## config.mk

```make
export PLATFORM = sky130hd
export DESIGN_NAME = life_automaton_torus_core
export DESIGN_NICKNAME = d
export VERILOG_FILES = /design/src/rtl/core/lat_pkg.sv /design/src/rtl/core/lat_ram.sv /design/src/rtl/core/lat_gen.sv /design/src/rtl/core/life_automaton_torus_core.sv
export VERILOG_INCLUDE_DIRS = /design/src /design/src/rtl/core
export SDC_FILE = /design/constraint.sdc
export NUM_CORES = 2
export LEC_CHECK = 0
export ABC_CLOCK_PERIOD_IN_PS = 21600
export BUFFER_PORTS_ARGS = -buffer_cell sky130_fd_sc_hd__buf_2
export CAP_MARGIN = 5
export CORE_MARGIN = 2
export CORE_UTILIZATION = 55
export DETAILED_ROUTE_END_ITERATION = 6
export PLACE_DENSITY = 0.82
export RECOVER_POWER = 25
export SETUP_SLACK_MARGIN = 0.05
export SYNTH_ARGS = -nofsm -noshare
export SYNTH_HDL_FRONTEND = slang
export SYNTH_SLANG_ARGS = --single-unit
```

## constraint.sdc

```tcl
create_clock -name clk -period 21.6 [get_ports clk]
set_input_delay 0 -clock clk [delete_from_list [all_inputs] [get_ports clk]]
set_output_delay 0 -clock clk [all_outputs]
set_load 0.01 [all_outputs]
```

## src/rtl/core/life_automaton_torus_core_assert.svh

```systemverilog
// ---------------------------------------------------------------------------
// Life automaton assertion macros
// Shorthand for clocked implication checks, disabled during reset.
// ---------------------------------------------------------------------------
`ifndef LIFE_AUTOMATON_TORUS_CORE_ASSERT_SVH
`define LIFE_AUTOMATON_TORUS_CORE_ASSERT_SVH

// same-cycle implication
`define LAT_ASSERT_IMP(lbl, ante, cons, msg) \
  lbl: assert property (@(posedge clk) disable iff (rst) (ante) |-> (cons)) \
    else $error(msg);

// next-cycle implication
`define LAT_ASSERT_NXT(lbl, ante, cons, msg) \
  lbl: assert property (@(posedge clk) disable iff (rst) (ante) |=> (cons)) \
    else $error(msg);

`endif

```

## src/rtl/core/lat_pkg.sv

```systemverilog
// ---------------------------------------------------------------------------
// Life automaton package
// Board sizes, request and state codes, shared row type.
// ---------------------------------------------------------------------------
package lat_pkg;

  localparam int MAX_ROWS = 32;
  localparam int MAX_COLS = 32;
  localparam int ROW_W    = $clog2(MAX_ROWS);
  localparam int COL_W    = $clog2(MAX_COLS);
  localparam int CFG_W    = 6;
  localparam int IN_W     = 16;
  localparam int OUT_W    = 40;

  localparam logic [CFG_W-1:0] ROW_CAP = CFG_W'(MAX_ROWS);
  localparam logic [CFG_W-1:0] COL_CAP = CFG_W'(MAX_COLS);

  typedef logic [MAX_COLS-1:0] row_t;

  typedef enum logic [1:0] {
    REQ_READ   = 2'd0,
    REQ_WRITE  = 2'd1,
    REQ_TOGGLE = 2'd2,
    REQ_STEP   = 2'd3
  } req_t;

  typedef enum logic {
    CFG_ROWS = 1'b0,
    CFG_COLS = 1'b1
  } cfg_idx_t;

  typedef enum logic [2:0] {
    S_IDLE,
    S_ACC,
    S_PRE0,
    S_PRE1,
    S_CALC
  } state_t;

  function automatic logic [CFG_W-1:0] eff_size(logic [CFG_W-1:0] v,
                                                 logic [CFG_W-1:0] cap);
    logic [CFG_W-1:0] r;
    if (v == '0) r = CFG_W'(1);
    else if (v > cap) r = cap;
    else r = v;
    return r;
  endfunction

endpackage

```

## src/rtl/core/lat_ram.sv

```systemverilog
// ---------------------------------------------------------------------------
// Generic RAM
// One write port, one read port, registered read data.
// ---------------------------------------------------------------------------
module lat_ram #(
  parameter int WIDTH = 32,
  parameter int DEPTH = 32
) (
  input  logic                     clk,
  input  logic                     we,
  input  logic [$clog2(DEPTH)-1:0] waddr,
  input  logic [WIDTH-1:0]         wdata,
  input  logic                     re,
  input  logic [$clog2(DEPTH)-1:0] raddr,
  output logic [WIDTH-1:0]         rdata
);

  logic [WIDTH-1:0] mem [DEPTH];

  always_ff @(posedge clk) begin
    if (we) begin
      mem[waddr] <= wdata;
    end
    if (re) begin
      rdata <= mem[raddr];
    end
  end

endmodule

```

## src/rtl/core/lat_gen.sv

```systemverilog
// ---------------------------------------------------------------------------
// Life automaton row update
// Applies B3/S23 to one row from its wrapped upper and lower neighbors.
// ---------------------------------------------------------------------------
module lat_gen (
  input  lat_pkg::row_t              above,
  input  lat_pkg::row_t              cur,
  input  lat_pkg::row_t              below,
  input  logic [lat_pkg::CFG_W-1:0]  cols,
  output lat_pkg::row_t              next_row
);
  import lat_pkg::*;

  logic [COL_W-1:0] last_col;
  row_t             al, ar, cl, cr, bl, br;
  logic [3:0]       cnt [MAX_COLS];

  function automatic row_t wrap_left(row_t x, logic [COL_W-1:0] lc);
    row_t y;
    y = {x[MAX_COLS-2:0], x[lc]};
    return y;
  endfunction

  function automatic row_t wrap_right(row_t x, logic [COL_W-1:0] lc);
    row_t y;
    y     = {1'b0, x[MAX_COLS-1:1]};
    y[lc] = x[0];
    return y;
  endfunction

  assign last_col = COL_W'(cols - CFG_W'(1));

  assign al = wrap_left(above, last_col);
  assign ar = wrap_right(above, last_col);
  assign cl = wrap_left(cur, last_col);
  assign cr = wrap_right(cur, last_col);
  assign bl = wrap_left(below, last_col);
  assign br = wrap_right(below, last_col);

  always_comb begin
    for (int j = 0; j < MAX_COLS; j++) begin
      cnt[j] = 4'(al[j]) + 4'(above[j]) + 4'(ar[j]) + 4'(cl[j]) + 4'(cr[j])
             + 4'(bl[j]) + 4'(below[j]) + 4'(br[j]);
      if (CFG_W'(j) < cols) begin
        next_row[j] = (cnt[j] == 4'd3) || (cur[j] && (cnt[j] == 4'd2));
      end else begin
        next_row[j] = cur[j];
      end
    end
  end

endmodule

```

## src/rtl/core/life_automaton_torus_core.sv

```systemverilog
// ---------------------------------------------------------------------------
// Toroidal life automaton core
// Cell access and B3/S23 generation step on a board held in RAM.
// ---------------------------------------------------------------------------
// The board sits in a 32 x 32-bit RAM, one word per row, cleared at reset by
// per-row valid bits, so there is no clearing pass. A read, write or toggle
// reads its row from S_IDLE, is applied in S_ACC and returns one beat. A
// generation preloads rows through S_PRE0 and S_PRE1, then returns one beat
// per active row with the change mask; S_CALC fetches one row ahead per cycle
// while the output is free and the current row is written back. Output
// back-pressure stalls the sequence beat by beat.
module life_automaton_torus_core (
  input  logic                        clk,
  input  logic                        rst,
  input  logic                        cfg_valid,
  output logic                        cfg_ready,
  input  logic                        cfg_index,
  input  logic [lat_pkg::CFG_W-1:0]   cfg_data,
  input  logic                        s_tvalid,
  output logic                        s_tready,
  input  logic [lat_pkg::IN_W-1:0]    s_tdata,  // req_type[1:0] row[6:2] col[11:7] value[12]
  output logic                        m_tvalid,
  input  logic                        m_tready,
  output logic [lat_pkg::OUT_W-1:0]   m_tdata,  // cell_value[0] row_index[5:1] change_mask[37:6]
  output logic                        m_tlast
);
  import lat_pkg::*;

  state_t           state, state_next;
  logic [CFG_W-1:0] rows_in_use, cols_in_use, h_eff, w_eff;
  logic [MAX_ROWS-1:0] valid;

  req_t             in_req;
  logic [ROW_W-1:0] in_row;
  logic [COL_W-1:0] in_col;
  logic             in_val;

  req_t             acc_req;
  logic [ROW_W-1:0] acc_row;
  logic [COL_W-1:0] acc_col;
  logic             acc_val, acc_hit;
  row_t             acc_word;

  logic [ROW_W-1:0] row_cnt;
  logic [CFG_W-1:0] row_plus1, row_plus2;
  logic             last_row;
  row_t             above_row, cur_row, first_row, below_row, gen_row;

  logic             ram_we, ram_re, rd_ok;
  logic [ROW_W-1:0] ram_waddr, ram_raddr;
  row_t             ram_wdata, ram_rdata, rd_word;

  logic             out_free, out_load, out_last_next, calc_fire;
  logic [OUT_W-1:0] out_word;

  assign h_eff = eff_size(rows_in_use, ROW_CAP);
  assign w_eff = eff_size(cols_in_use, COL_CAP);

  assign in_req = req_t'(s_tdata[1:0]);
  assign in_row = s_tdata[6:2];
  assign in_col = s_tdata[11:7];
  assign in_val = s_tdata[12];

  assign cfg_ready = 1'b1;
  assign s_tready  = (state == S_IDLE);
  assign out_free  = !m_tvalid || m_tready;

  assign rd_word   = ram_rdata & {MAX_COLS{rd_ok}};
  assign row_plus1 = CFG_W'(row_cnt) + CFG_W'(1);
  assign row_plus2 = CFG_W'(row_cnt) + CFG_W'(2);
  assign last_row  = (row_plus1 == h_eff);
  assign below_row = (row_plus1 < h_eff) ? rd_word : first_row;

  always_comb begin
    acc_word = rd_word;
    case (acc_req)
      REQ_WRITE:  acc_word[acc_col] = acc_val;
      REQ_TOGGLE: acc_word[acc_col] = ~rd_word[acc_col];
      default:    acc_word = rd_word;
    endcase
  end

  lat_ram #(
    .WIDTH(MAX_COLS),
    .DEPTH(MAX_ROWS)
  ) u_board (
    .clk  (clk),
    .we   (ram_we),
    .waddr(ram_waddr),
    .wdata(ram_wdata),
    .re   (ram_re),
    .raddr(ram_raddr),
    .rdata(ram_rdata)
  );

  lat_gen u_gen (
    .above   (above_row),
    .cur     (cur_row),
    .below   (below_row),
    .cols    (w_eff),
    .next_row(gen_row)
  );

  always_ff @(posedge clk) begin
    if (rst) begin
      state <= S_IDLE;
    end else begin
      state <= state_next;
    end
  end

  always_comb begin
    state_next    = state;
    ram_re        = 1'b0;
    ram_raddr     = '0;
    ram_we        = 1'b0;
    ram_waddr     = '0;
    ram_wdata     = acc_word;
    out_load      = 1'b0;
    out_word      = '0;
    out_last_next = 1'b0;
    calc_fire     = 1'b0;
    unique case (state)
      S_IDLE: begin
        if (s_tvalid) begin
          ram_re = 1'b1;
          if (in_req == REQ_STEP) begin
            ram_raddr  = ROW_W'(h_eff - CFG_W'(1));
            state_next = S_PRE0;
          end else begin
            ram_raddr  = in_row;
            state_next = S_ACC;
          end
        end
      end
      S_ACC: begin
        if (out_free) begin
          ram_we        = acc_hit && (acc_req inside {REQ_WRITE, REQ_TOGGLE});
          ram_waddr     = acc_row;
          ram_wdata     = acc_word;
          out_load      = 1'b1;
          out_word      = {{(OUT_W-1){1'b0}}, acc_hit & acc_word[acc_col]};
          out_last_next = 1'b1;
          state_next    = S_IDLE;
        end
      end
      S_PRE0: begin
        ram_re     = 1'b1;
        ram_raddr  = '0;
        state_next = S_PRE1;
      end
      S_PRE1: begin
        if (h_eff > CFG_W'(1)) begin
          ram_re    = 1'b1;
          ram_raddr = ROW_W'(1);
        end
        state_next = S_CALC;
      end
      S_CALC: begin
        if (out_free) begin
          calc_fire     = 1'b1;
          ram_we        = 1'b1;
          ram_waddr     = row_cnt;
          ram_wdata     = gen_row;
          out_load      = 1'b1;
          out_word      = {2'b00, cur_row ^ gen_row, row_cnt, 1'b0};
          out_last_next = last_row;
          if (row_plus2 < h_eff) begin
            ram_re    = 1'b1;
            ram_raddr = ROW_W'(row_plus2);
          end
          if (last_row) begin
            state_next = S_IDLE;
          end
        end
      end
      default: state_next = S_IDLE;
    endcase
  end

  always_ff @(posedge clk) begin
    if (rst) begin
      m_tvalid    <= 1'b0;
      valid       <= '0;
      rows_in_use <= ROW_CAP;
      cols_in_use <= COL_CAP;
    end else begin
      if (out_load) begin
        m_tvalid <= 1'b1;
      end else if (m_tready) begin
        m_tvalid <= 1'b0;
      end
      if (ram_we) begin
        valid[ram_waddr] <= 1'b1;
      end
      if (cfg_valid) begin
        unique case (cfg_idx_t'(cfg_index))
          CFG_ROWS: rows_in_use <= cfg_data;
          CFG_COLS: cols_in_use <= cfg_data;
          default:  rows_in_use <= rows_in_use;
        endcase
      end
    end
  end

  always_ff @(posedge clk) begin
    if (out_load) begin
      m_tdata <= out_word;
      m_tlast <= out_last_next;
    end
    if (ram_re) begin
      rd_ok <= valid[ram_raddr];
    end
    if (s_tready && s_tvalid) begin
      acc_req <= in_req;
      acc_row <= in_row;
      acc_col <= in_col;
      acc_val <= in_val;
      acc_hit <= (CFG_W'(in_row) < h_eff) && (CFG_W'(in_col) < w_eff);
      row_cnt <= '0;
    end
    if (state == S_PRE0) begin
      above_row <= rd_word;
    end
    if (state == S_PRE1) begin
      cur_row   <= rd_word;
      first_row <= rd_word;
    end
    if (calc_fire) begin
      above_row <= cur_row;
      cur_row   <= below_row;
      row_cnt   <= row_cnt + ROW_W'(1);
    end
  end

  `include "life_automaton_torus_core_assert.svh"

  `LAT_ASSERT_IMP(a_calc_row_range, state == S_CALC, CFG_W'(row_cnt) < h_eff,
    "row counter beyond active rows")
  `LAT_ASSERT_IMP(a_no_rw_collide, ram_we && ram_re, ram_waddr != ram_raddr,
    "RAM read and write hit the same row")
  `LAT_ASSERT_IMP(a_we_state, ram_we, (state == S_CALC) || (state == S_ACC),
    "RAM write outside an update state")
  `LAT_ASSERT_NXT(a_step_done, calc_fire && last_row, state == S_IDLE,
    "generation did not end after the last row")

endmodule

```

==> impl_results.md <==
* First-pass GRT wire length at 250 mm
* CP peak stage delay at 1.22 ns
* Cell variety after synth at 84
* CTS H-tree lvls at 3
* CTS sink cnt at 1,259
* Met2 wire length at 80.4 mm
* DIE HEIGHT at 334 um
* Largest family of logic cells by synthesized area: simple AND/OR/NAND/NOR gates
* Gr usage total at 30.1%
* CORE AREA at 107,000 um2
* Clk_skew at roughly 0.08 ns
* Vias in the first global route at 40,900
* Metal1 wirelength at 59.3 mm
* Final Util at about three fifths
* Synth async-reset ratio at 0%
* Post-CTS Hold Buffers at 33
* Period minus WS final at 8.73 ns
* Worst path required time at approximately 22 ns
* Reg-to-Reg End: u_board.mem[30][30]
* Layout cell share with drive strength beyond 1 at 8.45%
* Combinational fraction of design power at 22.2%
* Status: complete, but fails checks
* Cell Pwr Density at ~100 nW/um2
* Later-pin clock latency in the skew report at roughly 0.77 ns
* Overall routed net length at 170 mm
* Initial DRT Pass Iterations at 7
* Top Layer Used: met5
* HP Start: cfg_data[3]
* Post-synth top area share at 60.8%
* Fmax at about 110 MHz
* Synth area leader: edfxtp_1
* Setup violators final at 0
* Clock share of power at 32.8%
* Period utilization at 40.4%
* Die W at 334 um
* CTS buffer count at 120
* Die area at about 110,000 um2
* Vias at 41,900
* Number of fill cells in the layout at about 7,700
* Area Overhead vs Synth at 11.0%
* Post-CTS setup repair buffer count at 0
* Yosys reg bits at approximately 1,300
* YS warnings at 0
* DR iter-0 viols at 6,275
* Hold Vio Cnt, Final at 0
* Dpl ws at 14.18 ns
* Lkg Pwr at 24.3 nW
* Failing checks: DRC, capacitance limit, slew limit
* PostCTS Resize Cnt at 0
* Placement Rows at 120
* Area contributors post-synth: edfxtp_1, nand2_1, fa_1
* Max clock buf depth at 3
* CTS tree: built
* Reg2Reg Depth at 22
* Pint at 4.53 mW
* Final-stage net count at 5,286
* Sw Share at around 30%
* I/O Buffers at between 60 and 70
* Seq/Total Area, Yosys at around 62%
* Crit-path slowest cell: nor2_1
* Crit path capture type: flip-flop
* Worst hold stages at 4
* Reg2Reg Setup Slack at 12.87 ns
* Dpl hpwl at 100 mm
* EDFF count, synth at roughly 1,200
* Routability cong. at 1.01
* Type of the tightest min-delay check: input pin to flip-flop
* Setup TNS Final at 0 ns
* Critical path fanouts, max at 32
* Mapped Cells at approximately 5,000
* Hold endpoint: rows_in_use[3]
* XOR/XNOR share of the synthesized area at less than 1%
* Worst vdd ir at approximately 74 uV
* Synth Area in Compound Gates at 6.13%
* WL per Instance at 26.1 um
* Post-synthesis mux area share at roughly 5.3%
* Crit path DAT at 9.08 ns
* Overflow after GRT at 0
* Clock root buffer: clkbuf_16
* Critical path's top delay family: simple AND/OR/NAND/NOR gates
* CP Launch Type: flip-flop
* Routed vias/inst at 6.43
* Synth Area in Adders at approximately 6.9%
* Initial Utilization at about 56%
* Max-cap viol count at 27
* Syn avg cell area at 12.1 um2
* Overall power at 6.46 mW
* Largest net degree at the start of global routing at 186
* Clock slew at reported path FFs at 0.06 ns
* Slew @ Worst Pin at 4.63 ns
* CP Class: flip-flop to flip-flop
* IO Pins at 72
* Mapped Area at 59,800 um2
* Met3 WL at just over 20 mm
* Sw Pwr at 1.93 mW
* Top FF cell, synth: edfxtp_1
* Drt drc at 1
* Worst slew margin at -212%
* DRT antenna net count at 0
* RSZ-0062 raised after global routing: false
* CP Cell Sequence: nor4_1 -> nor2_1 -> nor2_1 -> clkinv_1 -> ha_1 -> inv_1 -> o21ai_0 -> o21ai_0 -> nand2_1 -> nor2_1 -> nand2_1 -> mux2i_1 -> fa_1 -> inv_1 -> fa_1 -> inv_1 -> fa_1 -> a2111oi_0 -> a21oi_1 -> nor3_1 -> mux2i_1 -> a21oi_2
* Buffers and inverters on the worst path at 4
* Post-route setup slack at between 10 and 15 ns
* Part of the power in registers at 45.0%
* Simple-gate share of the synthesized area at 15.4%
* Worst r2r src: cols_in_use[2]
* Initial antenna violation count at 3
* Max Transition Viols Final at 929
* ANT cells at 0
sequential cells by signal (all words and copies together), names as in the netlist:
name           flops
u_board.mem     1024
rd_ok              1
acc_row            5
cols_in_use        6
acc_val            1
rows_in_use        6
m_tdata           38
row_cnt            5
cur_row           32
above_row         32
valid             32
first_row         32
acc_hit            1
m_tlast            1
acc_col            5
u_board.rdata     32
state              3
m_tvalid           1
acc_req            2
power by group through the flow:
stage                     logic, mW  clock network (mW)  registers [mW]
final                          1.43                2.12            2.90
after global routing           1.58                2.22            2.91
after CTS                      1.39                2.12            2.90
after detailed placement       1.37                   0            2.95
after global placement         1.31                   0            2.95
after floorplan               0.933                   0            2.95
cell type report:
type / count / area (um2) / share of cell area [%]
clock buffer: 157 / 3210 / 4.84
clock inverter: 72 / 771 / 1.16
inverter: 254 / 953 / 1.44
multi-input combinational: 3164 / 20900 / 31.5
sequential: 1259 / 37300 / 56.2
tap: 1403 / 1760 / 2.65
timing repair buffer: 204 / 1450 / 2.19
tightest hold or removal path, stage by stage:
cell           delay, ns
dlygate4sd3_1       0.51
buf_2               0.16
mux2i_1             0.08
nor2_1              0.07
logic make-up (layout without fill, tap and decap cells):
family | count (synthesis) | in the layout
simple gates | 2064 | 2064
buf+inv | 538 | 687
other cells | 2 | 3
xor+xnor | 15 | 15
flops | 1259 | 1259
fa+ha+maj | 255 | 255
mux | 284 | 284
compound gates | 543 | 543
per-stage QoR:
stage               instances  hold slack [ns]  area (um2)
floorplan                4961           0.0989       59800
global placement         6240            0.232       62100
detailed placement       6240            0.227       62100
CTS                      6502          0.00852       66400
global route             6513            0.126       66400
finish                   6513            0.131       66400
synthesized netlist by cell type, types with 12 or more instances:
library cell,instances
edfxtp_1,1211
nand2_1,1083
nand3_1,372
inv_1,248
mux2i_1,234
nor2_1,222
clkbuf_1,197
a21oi_1,144
fa_1,128
ha_1,127
nand4_1,107
o21ai_0,107
a32oi_1,102
nor3_1,101
buf_2,51
dfxtp_1,48
and2_1,37
nor2b_1,32
nand2b_1,31
buf_1,29
mux4_2,25
mux2_2,24
a2111oi_0,21
o221ai_1,19
a211oi_1,17
a31oi_1,17
a21o_1,16
nor4_1,15
o211ai_1,12
cells in the final DEF (no fill, tap or decap), drive strengths merged, types with 8 or more instances in the layout:
master,Yosys,layout
edfxtp,1211,1211
nand2,1083,1083
nand3,372,372
inv,250,255
mux2i,234,234
clkbuf,197,233
nor2,224,224
a21oi,144,144
fa,128,128
ha,127,127
o21ai,113,113
nand4,108,108
a32oi,102,102
nor3,102,102
buf,87,95
clkinv,4,58
dfxtp,48,48
and2,39,39
dlygate4sd3,0,33
nor2b,32,32
nand2b,31,31
mux4,25,25
mux2,25,25
a2111oi,21,21
o221ai,20,20
nor4,20,20
a31oi,18,18
a211oi,17,17
a21o,16,16
o211ai,12,12
bufinv,0,12
o31ai,12,12
xnor2,11,11
o22ai,11,11
o21a,10,10
and3,8,8
metal layers:
layer / track usage, % / up-vias
li1: - / 18100
met1: 38.2 / 20300
met2: 48.8 / 2911
met3: 6.33 / 628
met4: 16.2 / 2
met5: 0 / -
worst max-delay path by stage:
| stage | from | to | slack [ns] | cells after the start |
|---|---|---|---|---|
| 2_1_floorplan | row_cnt[2] | u_board.mem[0][3] | 14.22 | 25 |
| 3_3_place_gp | cols_in_use[2] | u_board.mem[14][0] | 14.34 | 25 |
| 3_5_place_dp | cols_in_use[2] | u_board.mem[15][29] | 14.18 | 22 |
| 4_1_cts | cols_in_use[2] | u_board.mem[21][30] | 14.14 | 22 |
| 5_1_grt | cols_in_use[2] | u_board.mem[20][30] | 12.55 | 22 |
| 6_report | cols_in_use[2] | u_board.mem[30][30] | 12.87 | 22 |
(Power assumes the default switching activity.)
